### src/sv/epgu_pkg.sv
// Shared types, codes and helpers of the embedding pair gradient update block.
package epgu_pkg;

  // action codes of a request
  localparam logic [2:0] ActLoad    = 3'd0;
  localparam logic [2:0] ActAttract = 3'd1;
  localparam logic [2:0] ActRepulse = 3'd2;
  localparam logic [2:0] ActEnd     = 3'd3;
  localparam logic [2:0] ActRead    = 3'd4;

  // configuration register indexes
  localparam logic [2:0] CfgLearningRate      = 3'd0;
  localparam logic [2:0] CfgMaxIterations     = 3'd1;
  localparam logic [2:0] CfgRepulsiveSamples  = 3'd2;
  localparam logic [2:0] CfgEarlyExaggeration = 3'd3;
  localparam logic [2:0] CfgNodeCount         = 3'd4;

  localparam logic [31:0] OneQ31         = 32'h8000_0000;
  // eta floor: x / 10000 == (x * ceil(2^45 / 10000)) >> 45 for any 32-bit x
  localparam logic [32:0] EtaFloorRecip  = 33'd3518437209;
  localparam int          EtaFloorShift  = 45;
  localparam logic [35:0] EarlyDiv       = 36'd10;
  localparam int          CoefShiftEarly = 3;  // x8
  localparam int          CoefShiftLate  = 1;  // x2
  localparam logic [40:0] ScaleCap       = 41'h100_0000_0000;
  localparam logic [33:0] GainCap        = 34'h2_0000_0000;

  typedef struct packed {
    logic [2:0]         action;
    logic [11:0]        node_a;
    logic [11:0]        node_b;
    logic               axis;
    logic signed [31:0] coordinate;
  } in_req_t;

  typedef struct packed {
    logic               status;
    logic signed [31:0] read_value;
    logic [31:0]        similarity;
    logic [31:0]        mean_similarity;
    logic [31:0]        iteration;
  } out_rsp_t;

  typedef struct packed {
    logic [31:0] learning_rate;
    logic [31:0] max_iterations;
    logic [6:0]  repulsive_samples;
    logic        early_exaggeration;
    logic [12:0] node_count;
  } cfg_t;

  // classified request
  typedef enum logic [2:0] {
    OP_LOAD, OP_ATTRACT, OP_REPULSE, OP_END, OP_READ, OP_SKIP, OP_NOP
  } op_e;

  typedef struct packed {
    op_e                op;
    logic [11:0]        node_a;
    logic [11:0]        node_b;
    logic               axis;
    logic signed [31:0] coordinate;
  } job_t;

  function automatic logic [31:0] sat32(input logic signed [35:0] x);
    logic [31:0] r;
    if (x > 36'sd2147483647) r = 32'h7FFF_FFFF;
    else if (x < -36'sd2147483648) r = 32'h8000_0000;
    else r = x[31:0];
    return r;
  endfunction

endpackage

### src/sv/epgu_front.sv
// Front end: takes requests, classifies them and queues them for the back end.
module epgu_front #(
  parameter int MAX_NODES = 4096,
  parameter int DIMS      = 2
) (
  input  logic              clk_i,
  input  logic              rst_ni,
  input  logic              in_valid_i,
  output logic              in_stall_o,
  input  epgu_pkg::in_req_t in_req_i,
  input  logic              pop_i,
  output logic              head_valid_o,
  output epgu_pkg::job_t    head_o
);

  epgu_pkg::job_t job;
  epgu_pkg::job_t fifo_q [2];
  logic           wr_ptr_q, rd_ptr_q;
  logic [1:0]     cnt_q;
  logic           push, pop, a_ok, b_ok, ax_ok;

  always_comb begin
    a_ok  = 32'(in_req_i.node_a) < 32'(MAX_NODES);
    b_ok  = 32'(in_req_i.node_b) < 32'(MAX_NODES);
    ax_ok = 32'(in_req_i.axis) < 32'(DIMS);
    job.node_a     = in_req_i.node_a;
    job.node_b     = in_req_i.node_b;
    job.axis       = in_req_i.axis;
    job.coordinate = in_req_i.coordinate;
    case (in_req_i.action)
      epgu_pkg::ActLoad: begin
        job.op = (a_ok && ax_ok) ? epgu_pkg::OP_LOAD : epgu_pkg::OP_NOP;
      end
      epgu_pkg::ActAttract, epgu_pkg::ActRepulse: begin
        if (in_req_i.node_a == in_req_i.node_b || !a_ok || !b_ok) begin
          job.op = epgu_pkg::OP_SKIP;
        end else if (in_req_i.action == epgu_pkg::ActAttract) begin
          job.op = epgu_pkg::OP_ATTRACT;
        end else begin
          job.op = epgu_pkg::OP_REPULSE;
        end
      end
      epgu_pkg::ActEnd: begin
        job.op = epgu_pkg::OP_END;
      end
      epgu_pkg::ActRead: begin
        job.op = (a_ok && ax_ok) ? epgu_pkg::OP_READ : epgu_pkg::OP_NOP;
      end
      default: begin
        job.op = epgu_pkg::OP_NOP;
      end
    endcase
  end

  assign in_stall_o   = (cnt_q == 2'd2);
  assign push         = in_valid_i && !in_stall_o;
  assign pop          = pop_i && (cnt_q != 2'd0);
  assign head_valid_o = (cnt_q != 2'd0);
  assign head_o       = fifo_q[rd_ptr_q];

  always_ff @(posedge clk_i or negedge rst_ni) begin
    if (!rst_ni) begin
      wr_ptr_q <= 1'b0;
      rd_ptr_q <= 1'b0;
      cnt_q    <= 2'd0;
    end else begin
      if (push) wr_ptr_q <= ~wr_ptr_q;
      if (pop) rd_ptr_q <= ~rd_ptr_q;
      if (push && !pop) cnt_q <= cnt_q + 2'd1;
      else if (pop && !push) cnt_q <= cnt_q - 2'd1;
    end
  end

  always_ff @(posedge clk_i) begin
    if (push) fifo_q[wr_ptr_q] <= job;
  end

endmodule

### config.mk
export PLATFORM = sky130hd
export DESIGN_NAME = epgu_front
export DESIGN_NICKNAME = d
export VERILOG_FILES = /design/src/sv/epgu_pkg.sv /design/src/sv/epgu_front.sv
export SDC_FILE = /design/constraint.sdc
export NUM_CORES = 1
export LEC_CHECK = 0
export ABC_AREA = 1
export BUFFER_PORTS_ARGS = -buffer_cell sky130_fd_sc_hd__buf_2
export CAP_MARGIN = 0
export CORE_ASPECT_RATIO = 1.75
export CORE_MARGIN = 1.5
export CORE_UTILIZATION = 40
export DETAILED_ROUTE_END_ITERATION = 8
export MAX_ROUTING_LAYER = met4
export PLACE_DENSITY_LB_ADDON = 0.1
export REMOVE_ABC_BUFFERS = 1
export SLEW_MARGIN = 20
export SYNTH_ARGS = -nofsm -noshare
export SYNTH_HDL_FRONTEND = slang
export SYNTH_SLANG_ARGS = --single-unit
### constraint.sdc
create_clock -name clk_i -period 6.13 [get_ports clk_i]
set_clock_uncertainty 0.1 [all_clocks]
set_input_delay 0.3065 -clock clk_i [delete_from_list [all_inputs] [get_ports clk_i]]
set_output_delay 0.3065 -clock clk_i [all_outputs]
set_load 0.01 [all_outputs]
**After elaboration in Yosys (flattened, before gate mapping)**

Memory sizes are Yosys's and may differ from the RTL's.
Cells that the tools add are included.

- Reduce and logical (&&, ||, !) cells: 11
- Equality and inequality tests: 6
- Add/sub/neg operators: 2
- Bitwise operators: 2
- Multiplexer cells: 7

Operator list:

| kind | number |
|---|---|
| 12-bit equality test | 1 |
| 3-bit one-hot mux with 4 select lines | 1 |
| 3-bit by 2-bit equality test with 1-bit output, second input constant | 2 |
| 2-bit 2-to-1 mux | 3 |
| 1-bit logical AND | 4 |
| 2-bit nonzero test | 2 |
| 3-bit by 1-bit equality test with 1-bit output, second input constant | 1 |
| 3-bit equality test, second input constant | 1 |
| 1-bit logical NOT | 3 |
| 3-bit logical NOT | 1 |
| 3-bit 2-to-1 mux | 1 |
| 2-bit by 1-bit adder with 2-bit output, second input constant | 1 |
| 2-bit equality test, second input constant | 1 |
| 1-bit 2-to-1 mux | 2 |
| 1-bit NOT | 2 |
| 2-bit OR reduction | 1 |
| 2-bit by 1-bit subtractor with 2-bit output, second input constant | 1 |

- Logic and storage cells: 32
- Output and inout bits: 62
- Bits of input ports: 64
- Bits in writable memories: 120
- Register bits after elaboration: 4
- Memories kept: 1

Memories:

| name | depth | width | read ports | clocked after memory_dff | write ports | RTL line | text |
|---|---|---|---|---|---|---|---|
| fifo_q | 2 | 60 | 1 | 0 | 1 | epgu_front.sv:17 | `epgu_pkg::job_t fifo_q [2];` |

**Logic depth before layout (Yosys ltp)**

Gate-level depths: netlist (run 1).

- Word-level depth: 7
- Mapped depth: 8
- Mapped depth without buffers: 8

**Worst setup path before layout (run 1)**

OpenSTA, ideal clock, no wires.

- Path type: reg2reg
- From: register cnt_q[1]
- To: memory fifo_q[1][0] (netlist bit) (enable)
- Stages on the path, launching flop included: 4
- Slack: 2.487 ns
- Library setup time: 0.480 ns
- Arrival time: 3.063 ns
- Period minus slack after synthesis: 3.643 ns
- Buffers on the path: 0
- Required time: 5.550 ns
- Cell sequence: dfrtp_1 inv_2 o21ai_1 nor2_1

- Longest elaborated chain between the ends: 5

RTL lines:

| what | RTL line | text |
|---|---|---|
| from (decl) | epgu_front.sv:19 | `logic [1:0] cnt_q;` |
| from (signal assigned) | epgu_front.sv:69 | `if (push && !pop) cnt_q <= cnt_q + 2'd1;` |
| from (signal assigned) | epgu_front.sv:70 | `else if (pop && !push) cnt_q <= cnt_q - 2'd1;` |
| 2-bit equality test | epgu_front.sv:55 | `assign in_stall_o = (cnt_q == 2'd2);` |
| 1-bit logical NOT | epgu_front.sv:56 | `assign push = in_valid_i && !in_stall_o;` |
| 1-bit logical AND | epgu_front.sv:56 |  |
| 1-bit 2-to-1 mux | epgu_front.sv:75 | `if (push) fifo_q[wr_ptr_q] <= job;` |
| 1-bit 2-to-1 mux (not written as such) | epgu_front.sv:75 |  |
| to (decl) | epgu_front.sv:17 |  |

Every way passes these cells.

==> out/results.tsv, run 1 <==
metric	value	unit
first-pass GRT wire length	15700	um
multi-input logic area	992	um2
count of final setup violators	0	
worst r2r dst	rd_ptr_q	
die area	12800	um2
share of cells above drive strength 1	28.6	%
Post-Layout Cell Count	721	
die height	149	um
crit path launch type	flip-flop	
VDD IR max	0.000503	V
Synth Area in XOR/XNOR	1.27	%
CP max stage cell	clkinv_2	
IO Port Bufs	125	
setup ws final	3.02	ns
worst skew pair latency	0.40	ns
beginning of the worst hold path	in_req_i[1]	
antenna violations before repair	0	
CP Capture Type	output pin	
Final Cell Area	6590	um2
post-synth cell types	15	
CORE AREA	11900	um2
Pre-Repair DR Iteration Count	4	
# DRC	0	
Hold Path Class	input port to flip-flop	
FF-to-FF Start	rd_ptr_q	
Slew @ Worst Pin	0.892	ns
post-synthesis compound-gate area fraction	0.517	%
reg2reg setup slack	3.66	ns
Total GRT Usage	17.2	%
clock transition at the registers of the reported paths	0.05	ns
Worst Hold Depth	1	
Sequential Power Share	40.0	%
sequential share of the synthesized area	76.5	%
Iter 0 DRT Violations	124	
Post-Route WL	10100	um
Pwr per Cell Area	485	nW/um2
max incr delay on CP	0.90	ns
Avg WL per Cell	14.0	um
CTS max path bufs	2	
Vias	3258	
largest net degree at the start of global routing	62	
family with the most delay on the worst path	buffers and inverters	
Net Sw Power	1.01	mW
cells along the critical path	clkinv_2 > nand2_1 > nand2_1 > buf_2	
Mapped Area	4840	um2
vias per inst	4.52	
CTS tree	yes	
Hold Fails Final Rpt	0	
switching share of power	31.5	%
I/O pin cnt	126	
synthesis-to-layout area growth	36.1	%
Simple-Gate Fraction of Synth Area	18.1	%
CTS Buf Count	17	
fill count	1064	
Ys Warns	0	
Placed Area	5610	um2
Pint	2.18	mW
routability cong.	0.713	
Worst Path Arrival	2.70	ns
cts repair resizes	0	
hpwl dp	6190	um
clock root buffer	clkbuf_16	
Sequential Area	3710	um2
leakage power	2.93	nW
final setup TNS	0	ns
grt total ovfl	0	
post-synthesis cell count	405	
Worst slew margin	40.5	%
Combinational Power Share	26.2	%
Adder-Cell Fraction of Synth Area	0.259	%
Tcrit/Tclk final	50.7	%
H-tree levels	4	
Initial Utilization	40.5	%
Tmin final	3.11	ns
Clock Sink Count	124	
dpl ws	3.63	ns
vias in the first global route	3235	
Max Cap Violations	0	
Site Rows	53	
DIE WIDTH	86.2	um
CP Class	flip-flop to output pin	
mux share of post-synthesis cell area	0	%
critical-path maximum fanout	61	
cell count of the worst reg-to-reg path	2	
Hold Path End	fifo_q[1][1]	
Final Max Slew Viols	0	
status	complete, no violations	
Inserted Diodes	0	
Synth Register Bits	124	
Clk pwr share	33.8	%
Mapped Avg Cell Area	11.9	um2
antenna violation net count after detailed routing	0	
Pwr Total	3.19	mW
Cells after DPL	656	
RSZ-0062 raised after global routing	no	
WP buf/inv	2	
CP required	5.72	ns
Worst path most repeated cell	nand2_1	
largest family of logic cells by synthesized area	simple AND/OR/NAND/NOR gates	
nets@finish	636	
FMAX	322	MHz
-- power by group through the flow --
stage / Sequential, mW / Clock, mW / Combinational (mW)
floorplan: 1.27 / 0 / 0.479
global placement: 1.29 / 0 / 0.835
detailed placement: 1.30 / 0 / 0.842
CTS: 1.28 / 1.10 / 0.860
global route: 1.30 / 1.13 / 0.944
finish: 1.28 / 1.08 / 0.837
-- timing repair --
action                                 CTS  global route
hold buffers                            33             0
endpoints found under the hold margin   68             0
setup endpoints to repair                0             0
setup buffers                            0             0
-- layout make-up --
class | count | share of cell area (%)
inverter | 25 | 1.44
clock buffer | 18 | 6.52
multi-input combinational | 243 | 15.1
sequential | 124 | 56.3
timing repair buffer | 160 | 14.7
clock inverter | 14 | 3.34
tap | 137 | 2.60
-- layer usage --
layer  vias to the layer above  routed length [um]  track usage (%)
li1                       1667                   -                -
met1                      1498                4060             18.4
met3                        10                 439             4.22
met2                        83                5410             29.5
met4                         0                 184             7.98
met5                         -                   0                -
-- kinds of logic after synthesis --
kind of cell	after synthesis
simple gates	230
buf+inv	38
flops	124
xor+xnor	7
fa+ha+maj	1
compound gates	5
-- how the worst max path moves through the flow --
stage | cells after the start | slack, ns | start | endpoint
global placement | 4 | 3.28 | rd_ptr_q | head_o[36]
detailed placement | 4 | 3.63 | rd_ptr_q | head_o[51]
finish | 4 | 3.02 | rd_ptr_q | head_o[33]
floorplan | 3 | 2.49 | cnt_q[1] | fifo_q[1][0]
global route | 4 | 2.69 | rd_ptr_q | head_o[53]
CTS | 4 | 3.18 | rd_ptr_q | head_o[18]
-- registers in the layout, indices dropped and copies added, names as in the netlist --
name / flops
fifo_q: 120
cnt_q: 2
wr_ptr_q: 1
rd_ptr_q: 1
-- synthesized netlist by cell type --
library cell  number  area, um2
buf_2             13       65.1
a21oi_1            2       10.0
edfxtp_1         120       3600
inv_1             21       78.8
nand3_2            1       10.0
nor2_2             1       6.26
ha_1               1       12.5
xnor2_1            5       43.8
nand2_1          216        811
xor2_1             2       17.5
o21ai_1            3       15.0
dfrtp_1            4        100
nand3_1            5       25.0
inv_2              4       15.0
nor2_1             7       26.3
-- stage by stage --
step	util (%)	hold WS, ns
floorplan	-	-0.0891
global placement	46.9	0.0212
finish	55.2	0.0160
global route	55.2	0.00185
detailed placement	47.0	0.0202
CTS	55.2	0.000280
-- layout by cell type, fill, tap and decap left out, types with 2 or more instances in the layout --
| cell | synthesis | routed |
|---|---|---|
| a21oi_1 | 2 | 2 |
| buf_2 | 13 | 125 |
| buf_4 | 0 | 2 |
| bufinv_16 | 0 | 5 |
| clkbuf_16 | 0 | 17 |
| clkinv_2 | 0 | 2 |
| clkinv_4 | 0 | 4 |
| clkinvlp_4 | 0 | 4 |
| dfrtp_1 | 4 | 3 |
| dlygate4sd3_1 | 0 | 33 |
| edfxtp_1 | 120 | 120 |
| inv_1 | 21 | 21 |
| inv_2 | 4 | 3 |
| nand2_1 | 216 | 216 |
| nand3_1 | 5 | 5 |
| nor2_1 | 7 | 5 |
| nor2_4 | 0 | 2 |
| o21ai_1 | 3 | 3 |
| xnor2_1 | 5 | 5 |
| xor2_1 | 2 | 2 |
Note: power is estimated with default switching activity, not from simulation.
==> run 2: changes to the inputs <==
- clock period: 6.13 -> 2.6 ns (I/O delays scaled with it)
==> run 2 against run 1 <==
  * Utilization grew 2.6 points
  * Global-route usage shrank 0.57 points
  * Cell count grew 4.6%
  * First-iteration DRC count grew 19%
  * Routed wire length shrank 1.2%
==> out/results.tsv, run 2 (same netlist as run 1, synthesis figures left out) <==
metric	value	unit
largest net degree at the start of global routing	41	
register name with the most flops	fifo_q	
DIE WIDTH	86.2	um
Worst Hold Depth	3	
Hold Path End	fifo_q[1][58]	
CTS max path bufs	2	
Inserted Diodes	0	
CP max stage cell	dfrtp_2	
Total GRT Usage	16.6	%
routability cong.	0.703	
Post-Route WL	9970	um
Vias	3400	
# DRC	0	
die height	149	um
RSZ-0062 raised after global routing	no	
Worst Path Arrival	1.79	ns
Cells after DPL	661	
vias in the first global route	3292	
Tmin final	2.02	ns
Tcrit/Tclk final	77.6	%
share of cells above drive strength 1	27.4	%
antenna violation net count after detailed routing	0	
CORE AREA	11900	um2
Initial Utilization	40.5	%
WP buf/inv	3	
vias per inst	4.51	
I/O pin cnt	126	
CP required	2.37	ns
Pre-Repair DR Iteration Count	4	
Post-Layout Cell Count	754	
clock transition at the registers of the reported paths	0.05	ns
hpwl dp	6300	um
reg2reg setup slack	0.75	ns
FF-to-FF Start	cnt_q[0]	
postcts setup bufs	0	
Iter 0 DRT Violations	148	
CP Class	flip-flop to output pin	
synthesis-to-layout area growth	42.5	%
Hold Path Class	input port to flip-flop	
Worst slew margin	62.2	%
clock root buffer	clkbuf_16	
crit path launch type	flip-flop	
antenna violations before repair	0	
CTS tree	yes	
critical-path maximum fanout	34	
worst skew pair latency	0.40	ns
cells along the critical path	inv_2 > buf_4 > nand2_1 > nand2_1 > buf_2	
Worst path most repeated cell	nand2_1	
most common cell after layout, fill and taps aside	nand2_1	
CTS Buf Count	17	
Pwr per Cell Area	1100	nW/um2
beginning of the worst hold path	in_req_i[57]	
fill count	1004	
grt total ovfl	0	
count of final setup violators	0	
max incr delay on CP	0.58	ns
status	complete, no violations	
VDD IR max	0.000796	V
WHS	0.0180	ns
CP Capture Type	output pin	
most frequent cells in the layout	nand2_1 (216), buf_2 (125), edfxtp_1 (120), dlygate4sd3_1 (61), inv_1 (21)	
nets@finish	669	
first-pass GRT wire length	15300	um
Final Max Slew Viols	0	
H-tree levels	4	
FMAX	496	MHz
Avg WL per Cell	13.2	um
biggest regs	fifo_q: 120 flops, cnt_q: 2 flops	
Max Cap Violations	0	
leakage power	3.08	nW
Site Rows	53	
final core occ	57.8	%
Clock Sink Count	124	
Hold Fails Final Rpt	0	
cell count of the worst reg-to-reg path	6	
Slew @ Worst Pin	0.567	ns
die area	12800	um2
IO Port Bufs	125	
worst r2r dst	cnt_q[1]	
max FFs per register	120	
family with the most delay on the worst path	buffers and inverters	
-- run 2: cell count changes in the layout (fill, tap and decap cells not counted), sizes merged --
cell | before | now
clkinv | 6 | 7
clkbuf | 18 | 19
clkinvlp | 4 | 1
dlygate4sd3 | 33 | 61
inv | 24 | 25
buf | 127 | 132
-- run 2: area by class of cell --
| type | count | area, um2 | area share (%) |
|---|---|---|---|
| Timing Repair Buffer | 193 | 1300 | 18.9 |
| Clock buffer | 19 | 433 | 6.28 |
| Clock inverter | 13 | 198 | 2.87 |
| Sequential cell | 124 | 3700 | 53.7 |
| Inverter | 25 | 93.8 | 1.36 |
| Multi-Input combinational cell | 243 | 992 | 14.4 |
| Tap cell | 137 | 171 | 2.49 |
-- run 2: where the power goes --
group          internal [mW]  switching [mW]  total (mW)
clock                   1.69           0.791        2.48
sequential              2.73           0.168        2.90
combinational          0.784            1.40        2.18
-- run 2: how the worst max path moves through the flow --
stage / from / endpoint / slack (ns) / cells past startpoint
after floorplan: cnt_q[1] / fifo_q[1][0] / -1.04 / 3
after global placement: cnt_q[0] / cnt_q[1] / 0.80 / 6
after detailed placement: cnt_q[0] / cnt_q[1] / 0.74 / 6
after CTS: rd_ptr_q / head_o[30] / 0.53 / 5
after global routing: rd_ptr_q / head_o[53] / 0.43 / 5
final: rd_ptr_q / head_o[53] / 0.58 / 5
-- run 2: repair_timing --
item | in CTS | in global routing
hold buffers | 61 | 0
gates resized for setup | 0 | 0
hold endpoints to repair | 123 | 0
-- run 2: metrics by stage --
stage	instance area, um2	total power, mW	setup slack [ns]	setup TNS, ns
after detailed placement	5650	5.11	0.738	0
after CTS	6890	7.68	0.527	0
after floorplan	4770	4.11	-1.04	-124.19
after global placement	5650	5.06	0.804	0
final	6890	7.56	0.583	0
after global routing	6890	8.00	0.434	0
-- run 2: worst register-to-register path: stages (launching register included) --
cell and delay (ns):
dfrtp_1 0.42, o21ai_1 0.40, inv_1 0.11, ha_1 0.34, a21oi_1 0.12, o21ai_1 0.09, xor2_1 0.15
-- run 2: metal layers --
layer,vias to the layer above,GRT usage (%),share of wire (%)
met3,13,4.88,3.9
li1,1729,-,-
met2,89,30.0,56
met1,1569,16.2,38
met4,0,6.94,1.9
met5,-,-,0
==> run 3: changes to the inputs <==
- ABC_AREA: 1 -> 0
- clock period: 2.6 -> 1.85 ns (I/O delays scaled with it)
==> run 3 against run 2 <==
  * The run now ends with DRC left
  * Setup slack lost 0.52 ns
  * First-iteration DRC count decreased by 30%
  * Combinational power increased by 33%
  * Area after synthesis is 2.8% lower
  * Critical path type unchanged
==> out/results.tsv, run 3 <==
metric	value	unit
status	complete, but fails checks	
failing checks	DRC	
Hold Fails Final Rpt	0	
CTS tree	yes	
Crit. Startpoint	rd_ptr_q	
critical-path maximum fanout	45	
synth top area cells	edfxtp_1 (77%), mux2_2 (14%), xnor2_1 (2.8%)	
multi-input logic area	950	um2
Post-synth EDFFs	120	
Worst Hold Depth	3	
Final Max Slew Viols	0	
Synth Register Bits	124	
Avg WL per Cell	16.0	um
Slew @ Worst Pin	0.305	ns
I/O pin cnt	126	
Tcrit/Tclk final	96.8	%
post-synth cell types	20	
most frequent cells in the layout	buf_2 (125), edfxtp_1 (120), dlygate4sd3_1 (63), mux2_2 (60), clkbuf_16 (17)	
beginning of the worst hold path	in_req_i[58]	
DIE WIDTH	85.0	um
biggest regs	fifo_q: 120 flops, cnt_q: 2 flops	
top cell type by total area after synthesis	edfxtp_1	
Sequential Area	3700	um2
antenna violations before repair	0	
worst skew pair latency	0.40	ns
Mapped Avg Cell Area	20.5	um2
Inserted Diodes	0	
count of final setup violators	0	
Ys Warns	0	
post-synthesis cell count	230	
CP required	1.66	ns
fill count	903	
max FFs per register	120	
CTS max path bufs	2	
Max Cap Violations	0	
Worst slew margin	79.7	%
Synth async-reset ratio	3.23	%
leakage power	2.61	nW
synthesis-to-layout area growth	44.6	%
die area	12400	um2
Pwr per Cell Area	1530	nW/um2
Yosys top cell area share	76.6	%
Total GRT Usage	16.5	%
FF-to-FF Start	cnt_q[0]	
setup ws final	0.0601	ns
Mapped Area	4710	um2
Pre-Repair DR Iteration Count	6	
dpl ws	0.196	ns
final core occ	59.1	%
vias per inst	4.67	
VDD IR max	0.000739	V
Most used DFF post-synth	edfxtp_1	
antenna violation net count after detailed routing	0	
share of cells above drive strength 1	49.7	%
Post-Route WL	9320	um
CORE AREA	11500	um2
die height	146	um
CTS Buf Count	17	
clock root buffer	clkbuf_16	
largest net degree at the start of global routing	46	
CP Capture Type	output pin	
Initial Utilization	40.9	%
crit path launch type	flip-flop	
clock transition at the registers of the reported paths	0.05	ns
Hold Path Class	input port to flip-flop	
first-pass GRT wire length	14800	um
grt total ovfl	0	
routability cong.	0.736	
sequential share of the synthesized area	78.7	%
Worst Path Arrival	1.60	ns
Site Rows	52	
cts repair resizes	0	
FMAX	559	MHz
Vias	2727	
most common cell after layout, fill and taps aside	buf_2	
Tmin final	1.79	ns
H-tree levels	4	
Commonest cells post-synth	edfxtp_1 (120), mux2_2 (60), xnor2_1 (15), buf_4 (6), dfrtp_1 (4)	
nets@finish	501	
Iter 0 DRT Violations	104	
Clock Sink Count	124	
cell count of the worst reg-to-reg path	7	
RSZ-0062 raised after global routing	yes	
cell with the most instances after synthesis	edfxtp_1	
CP Class	flip-flop to output pin	
register name with the most flops	fifo_q	
IO Port Bufs	125	
vias in the first global route	3064	
# DRC	7	
hpwl dp	5890	um
-- run 3: worst max-delay path, stage by stage (launching register included) --
cell and delay (ns):
dfrtp_2 0.38, buf_12 0.27, mux2_2 0.39, buf_2 0.14
-- run 3: cell type report --
cell class / count / share of cell area (%)
clock buffer: 18 / 6.31
clock inverter: 14 / 2.94
inverter: 3 / 0.166
multi-input combinational: 96 / 14.0
sequential: 124 / 54.5
tap: 135 / 2.48
timing repair buffer: 194 / 19.7
-- run 3: cells by family (layout without fill, tap and decap cells) --
group / count (synthesis) / count (layout) / synth area share [%]
flops: 124 / 124 / 78.7
xor+xnor: 18 / 18 / 3.35
buf+inv: 10 / 229 / 1.30
mux: 60 / 60 / 14.4
compound gates: 4 / 4 / 0.585
simple gates: 13 / 13 / 1.44
fa+ha+maj: 1 / 1 / 0.266
-- run 3: final timing paths --
| check | slack (ns) | end |
|---|---|---|
| max | 0.06 | head_o[6] |
| max in group asynchronous | 0.97 | rd_ptr_q |
| min | 0.05 | fifo_q[1][58] |
| min reg2reg | 0.40 | cnt_q[1] |
| max reg2reg | 0.21 | cnt_q[1] |
| min in group asynchronous | 0.48 | cnt_q[0] |
-- run 3: power breakdown --
group	switching (mW)	internal, mW	total, mW	leakage, nW
Combinational	1.51	1.39	2.90	1.15
Clock	1.14	2.37	3.51	0.302
Sequential	0.157	3.84	4.00	1.16
-- run 3: per-stage QoR --
step / TNS [ns] / instance area, um2 / hold slack, ns / power (mW) / cells
6_report: 0 / 6800 / 0.0547 / 10.4 / 584
5_1_grt: -0.0150 / 6800 / 0.0636 / 10.9 / 584
4_1_cts: 0 / 6800 / 0.0150 / 10.6 / 584
3_5_place_dp: 0 / 5540 / -0.191 / 6.92 / 489
3_3_place_gp: 0 / 5540 / -0.197 / 6.88 / 489
2_1_floorplan: -171.55 / 4660 / -0.303 / 5.75 / 223
-- run 3: routing by layer --
layer,share of wire [%],GRT usage (%)
met5,0,-
met4,2.6,7.62
met3,4.4,5.26
met2,56,29.4
met1,37,15.8
-- run 3: timing repair --
item                                   CTS  global route
hold buffers                            63             0
endpoints found under the hold margin  124             0
setup endpoints to repair                0             4
setup buffers                            0             0
